$ cat src/hdl/coverage_grid_stamp_unit_assert.svh
// assertion macros for the coverage grid stamp unit
// used by the controller and datapath; expects clk and rst_n in scope
`ifndef COVERAGE_GRID_STAMP_UNIT_ASSERT_SVH
`define COVERAGE_GRID_STAMP_UNIT_ASSERT_SVH

// same-cycle implication, checked outside reset
`define CGS_ASSERT_NOW(lbl, ante, cons, msg) \
  lbl: assert property (@(posedge clk) disable iff (!rst_n) (ante) |-> (cons)) \
    else $error(msg);

// next-cycle implication, checked outside reset
`define CGS_ASSERT_NEXT(lbl, ante, cons, msg) \
  lbl: assert property (@(posedge clk) disable iff (!rst_n) (ante) |=> (cons)) \
    else $error(msg);

`endif

$ cat src/hdl/cgs_pkg.sv
// shared types and constants for the coverage grid stamp unit
// no dependencies
`default_nettype none

package cgs_pkg;

  localparam int GRID_ROWS_DEF = 512;
  localparam int GRID_COLS_DEF = 512;

  localparam int POS_W   = 16;
  localparam int CPM_W   = 8;
  localparam int RAD_W   = 4;
  localparam int IDX_W   = 18;
  localparam int PROD_W  = POS_W + CPM_W + 1;
  localparam int OFS_W   = PROD_W - 8;
  localparam int CNT_W   = RAD_W + 1;
  localparam int CFG_W   = 8;

  localparam logic [CPM_W-1:0] CPM_RESET = 8'd25;
  localparam logic [RAD_W-1:0] RAD_RESET = 4'd5;

  localparam logic [1:0] CELL_UNSEEN  = 2'd0;
  localparam logic [1:0] CELL_NEAR    = 2'd1;
  localparam logic [1:0] CELL_VISITED = 2'd2;

  localparam logic REQ_UPDATE = 1'b0;
  localparam logic REQ_READ   = 1'b1;

  typedef enum logic [0:0] {
    CFG_CPM    = 1'b0,
    CFG_RADIUS = 1'b1
  } cfg_idx_t;

  typedef enum logic [1:0] {
    ST_STAMPED = 2'd0,
    ST_VISITED = 2'd1,
    ST_OUTSIDE = 2'd2,
    ST_READ    = 2'd3
  } status_t;

  // controller to datapath
  typedef struct packed {
    logic    in_load;
    logic    clr_step;
    logic    mul;
    logic    cells;
    logic    rowoff;
    logic    centre;
    logic    rd_centre;
    logic    wr_centre;
    logic    rd_issue;
    logic    nb_start;
    logic    nb_rd;
    logic    nb_wr;
    logic    nb_adv;
    logic    out_load;
    status_t st;
  } cmd_t;

  // datapath to controller
  typedef struct packed {
    logic clr_last;
    logic req_read;
    logic rd_oob;
    logic centre_oob;
    logic centre_visited;
    logic nb_in_range;
    logic nb_unseen;
    logic nb_last;
  } sts_t;

endpackage

`default_nettype wire

$ cat src/hdl/cgs_ctrl.sv
// sequencing state machine for the coverage grid stamp unit
// depends on cgs_pkg and coverage_grid_stamp_unit_assert.svh
`default_nettype none

`include "coverage_grid_stamp_unit_assert.svh"

module cgs_ctrl
  import cgs_pkg::*;
(
  input  logic clk,
  input  logic rst_n,
  input  logic in_valid,
  output logic in_ready,
  output logic out_valid,
  input  logic out_ready,
  input  sts_t sts,
  output cmd_t cmd
);

  typedef enum logic [13:0] {
    S_CLR    = 14'h0001,
    S_IDLE   = 14'h0002,
    S_MUL    = 14'h0004,
    S_CELLS  = 14'h0008,
    S_ROW    = 14'h0010,
    S_CENTRE = 14'h0020,
    S_CRD    = 14'h0040,
    S_CCHK   = 14'h0080,
    S_NSTART = 14'h0100,
    S_NRD    = 14'h0200,
    S_NCHK   = 14'h0400,
    S_RRD    = 14'h0800,
    S_DONE   = 14'h1000,
    S_SPARE  = 14'h2000
  } state_t;

  state_t  state_r, state_nxt;
  status_t st_r, st_nxt;
  logic    out_valid_r, out_valid_nxt;
  logic    can_load;

  assign can_load  = !out_valid_r || out_ready;
  assign in_ready  = (state_r == S_IDLE);
  assign out_valid = out_valid_r;

  always_comb begin
    state_nxt = state_r;
    st_nxt    = st_r;
    cmd       = '0;
    unique case (state_r)
      S_CLR: begin
        cmd.clr_step = 1'b1;
        if (sts.clr_last) begin
          state_nxt = S_IDLE;
        end
      end
      S_IDLE: begin
        if (in_valid) begin
          cmd.in_load = 1'b1;
          state_nxt   = S_MUL;
        end
      end
      S_MUL: begin
        cmd.mul = 1'b1;
        if (sts.req_read) begin
          if (sts.rd_oob) begin
            st_nxt    = ST_OUTSIDE;
            state_nxt = S_DONE;
          end else begin
            state_nxt = S_RRD;
          end
        end else begin
          state_nxt = S_CELLS;
        end
      end
      S_CELLS: begin
        cmd.cells = 1'b1;
        state_nxt = S_ROW;
      end
      S_ROW: begin
        cmd.rowoff = 1'b1;
        state_nxt  = S_CENTRE;
      end
      S_CENTRE: begin
        cmd.centre = 1'b1;
        state_nxt  = S_CRD;
      end
      S_CRD: begin
        if (sts.centre_oob) begin
          st_nxt    = ST_OUTSIDE;
          state_nxt = S_DONE;
        end else begin
          cmd.rd_centre = 1'b1;
          state_nxt     = S_CCHK;
        end
      end
      S_CCHK: begin
        if (sts.centre_visited) begin
          st_nxt    = ST_VISITED;
          state_nxt = S_DONE;
        end else begin
          cmd.wr_centre = 1'b1;
          state_nxt     = S_NSTART;
        end
      end
      S_NSTART: begin
        cmd.nb_start = 1'b1;
        state_nxt    = S_NRD;
      end
      S_NRD: begin
        if (sts.nb_in_range) begin
          cmd.nb_rd = 1'b1;
          state_nxt = S_NCHK;
        end else begin
          // cell off the grid, skip the memory
          cmd.nb_adv = 1'b1;
          if (sts.nb_last) begin
            st_nxt    = ST_STAMPED;
            state_nxt = S_DONE;
          end
        end
      end
      S_NCHK: begin
        cmd.nb_wr  = sts.nb_unseen;
        cmd.nb_adv = 1'b1;
        if (sts.nb_last) begin
          st_nxt    = ST_STAMPED;
          state_nxt = S_DONE;
        end else begin
          state_nxt = S_NRD;
        end
      end
      S_RRD: begin
        cmd.rd_issue = 1'b1;
        st_nxt       = ST_READ;
        state_nxt    = S_DONE;
      end
      S_DONE: begin
        if (can_load) begin
          cmd.out_load = 1'b1;
          state_nxt    = S_IDLE;
        end
      end
      default: begin
        state_nxt = S_IDLE;
      end
    endcase
    cmd.st = st_r;
  end

  assign out_valid_nxt = cmd.out_load ? 1'b1 : (out_ready ? 1'b0 : out_valid_r);

  always_ff @(posedge clk) begin
    if (!rst_n) begin
      state_r     <= S_CLR;
      st_r        <= ST_STAMPED;
      out_valid_r <= 1'b0;
    end else begin
      state_r     <= state_nxt;
      st_r        <= st_nxt;
      out_valid_r <= out_valid_nxt;
    end
  end

  // one item in flight at a time
  `CGS_ASSERT_NEXT(a_one_item, in_valid && in_ready, !in_ready, "second item accepted in flight")
  // a finished result waits while the previous output is not yet taken
  `CGS_ASSERT_NEXT(a_done_holds, state_r == S_DONE && out_valid_r && !out_ready,
                   state_r == S_DONE && out_valid_r, "result lost while output stalled")

endmodule

`default_nettype wire

$ cat config.mk
export PLATFORM = sky130hd
export DESIGN_NAME = cgs_ctrl
export DESIGN_NICKNAME = d
export VERILOG_FILES = /design/src/hdl/cgs_pkg.sv /design/src/hdl/cgs_ctrl.sv
export VERILOG_INCLUDE_DIRS = /design/src /design/src/hdl
export SDC_FILE = /design/constraint.sdc
export NUM_CORES = 1
export LEC_CHECK = 0
export BUFFER_PORTS_ARGS = -buffer_cell sky130_fd_sc_hd__buf_2
export CELL_PAD_IN_SITES_DETAIL_PLACEMENT = 1
export CELL_PAD_IN_SITES_GLOBAL_PLACEMENT = 1
export CORE_AREA = 2 2 60 62
export DETAILED_ROUTE_END_ITERATION = 10
export DIE_AREA = 0 0 62 64
export PLACE_DENSITY = 0.66
export SLEW_MARGIN = 20
export SYNTH_ARGS = -nofsm -noshare
export SYNTH_HDL_FRONTEND = slang
export SYNTH_SLANG_ARGS = --single-unit
$ cat constraint.sdc
create_clock -name clk -period 4.8 [get_ports clk]
set_clock_uncertainty 0.2 [all_clocks]
set_input_delay 0.48 -clock clk [delete_from_list [all_inputs] [get_ports clk]]
set_output_delay 0.48 -clock clk [all_outputs]
set_load 0.01 [all_outputs]
==> metrics.csv <==
metric,value,unit
antenna-violating nets left,0,
Clock Path Buffers,2,
most used standard cell by instance count after synthesis,nor2_1,
part of the cycle the worst path needs,0.613,
sequential element share of the synthesized area,0.304,
worst-skew pair later-pin latency,290,ps
asr flop ratio synth,0,
DRC,0,
layout cells sized above 1,0.255,
total setup buffers inserted after CTS,0,
share of the synthesized area in the top cell type,0.304,
largest net degree at the start of global routing,14,
initial cell density of the core,0.320,
Pwr Density,215,mW/mm^2
hold path depth,2,
Port-buffer cells,29,
TritonCTS clock tree,done,
synth unique cells,46,
Final Max Tran Viols,0,
syn_area_per_cell,7.91,sq um
root buffer cell,clkbuf_4,
max frequency,0.340,GHz
"Hold Vio Cnt, Final",0,
Routed WL,3240,um
routability cong.,0.907,
# setup viols final,0,
CTS Buf Count,3,
Slew headroom,0.381,
Syn Inst Count,133,
Via Count,1119,
critical path class,flop to primary output,
startpoint types,flop,
Die Y-Extent,64,um
CTS H-tree lvls,1,
die area,0.00397,sq mm
top_reg_cell synth,dfxtp_1,
status,"finished, final reports clean",
Final min period,2940,ps
Row Count,21,
VDD IR-drop max,157,uV
Placed Area,0.00122,sq mm
critical path data arrival time,2260,ps
LEAKAGE,0.526,nW
Hold/Removal Path Class,input pin to flop,
area grow syn2layout,18.1,%
Via density,5.51,
Synth area leader,dfxtp_1,
setup TNS,0,ps
"Design Area, Final",0.00124,sq mm
GRT Util Overall,0.184,
Post-Syn Nets,145,
Area contributors post-synth,"dfxtp_1 (30%), nor2_1 (6.8%), nand2b_1 (4.2%), and2_1 (3.0%), nand4_1 (3.0%)",
core outline area,0.00328,sq mm
Worst-Margin Slew,920,ps
"CTS clk-pin slew, worst paths",100,ps
Max Cap Viol,0,
1st-pass router iterations,4,
"top cells by count, synth","nor2_1 (19), dfxtp_1 (16), nand2b_1 (7), clkbuf_1 (6), nor3_1 (6)",
DIE WIDTH,62,um
synth warn,0,
Post-Syn Area,0.00105,sq mm
hold buffers post-CTS,0,
PostCTS Resize Cnt,0,
worst hold slack,156,ps
WL/cell,16.0,um
"Max FO, Critical Path",6,
Clock Sinks,16,
GR Overflow Total,0,
final core occ,0.378,
# diodes,0,
"EDFF count, synth",0,
vias in the first global route,1135,
I/O pins,30,
crit end category,primary output,
"FF+latch count, synth",16,
Worst Path Required,4120,ps
Worst Reg-to-Reg Cells,5,
nets@finish,171,
global-route wire length before repair,5550,um
HPWL Detailed,2560,um
initial antenna violation count,0,
RSZ-0062 raised after global routing,no,
Detailed Route Iter0 Violations,37,
[per-stage QoR]
step	power (W)	setup WS, ps	instances
after floorplan	0.000177	2290	133
after global placement	0.000195	2190	200
after detailed placement	0.000195	2180	200
after CTS	0.000270	1850	203
after global routing	0.000282	1720	203
final	0.000267	1860	203
[cells in the final DEF (no fill, tap or decap), types with 2 or more instances in the layout]
cell        n
o21a_1      3
clkbuf_4    3
nand3_1     4
and2_1      5
nand4b_1    2
buf_2      29
nand4_1     5
o22ai_1     2
nor3_1      6
a21oi_1     3
mux2i_1     2
nor4b_1     2
or4_1       2
nand2_1     5
nor3b_1     2
and3_1      4
o2111ai_1   3
xor2_1      2
nor4_1      5
dfxtp_1    16
nor2_1     19
nand2b_1    7
inv_1       4
[critical path, cell delays in order (launching register included)]
cell and delay, ps:
dfxtp_1 360, or4_1 680, or4_4 610, and2b_1 200
buf_2 120
[cell type report]
class,count,area [sq um]
Sequential cell,16,320
Tap cell,46,57.6
Inverter,4,15.0
Timing Repair Buffer,29,145
Fill cell,428,2040
Clock buffer,3,22.5
Multi-Input combinational cell,105,682
[routing by layer]
metal  track usage  share of wire  vias to the layer above
met4        0.0186         0.0043                        0
met3        0.0486          0.071                        2
li1              -              -                      542
met1         0.261           0.46                      536
met2         0.285           0.46                       39
met5             0              0                        -
[kinds of logic after synthesis]
| kind of cell | share of synthesized area |
|---|---|
| simple gates | 0.457 |
| compound gates | 0.156 |
| flops | 0.304 |
| buf+inv | 0.0476 |
| xor+xnor | 0.0166 |
| mux | 0.0190 |
[flip-flops by register name (all words and copies together), names as in the netlist]
register and count:
out_valid 1, st_r 2, state_r 13
[path summary, 6_finish.rpt]
path,slack [ps],end,startpoint
worst max-delay path,1860,cmd[2],state_r[4]$_SDFFE_PN0P_
worst min register to register,260,st_r[0]$_SDFFE_PN0P_,st_r[0]$_SDFFE_PN0P_
worst max register to register,2220,state_r[3]$_SDFFE_PN0P_,state_r[4]$_SDFFE_PN0P_
worst min-delay path,160,state_r[11]$_SDFFE_PN0P_,sts[5]
[power breakdown]
| part | internal [W] | switching [W] |
|---|---|---|
| clock | 0.0000292 | 0.0000453 |
| sequential | 0.000136 | 0.00000609 |
| combinational | 0.0000202 | 0.0000299 |
| total | 0.000185 | 0.0000813 |
No activity file was read; power rests on OpenSTA's default activity.
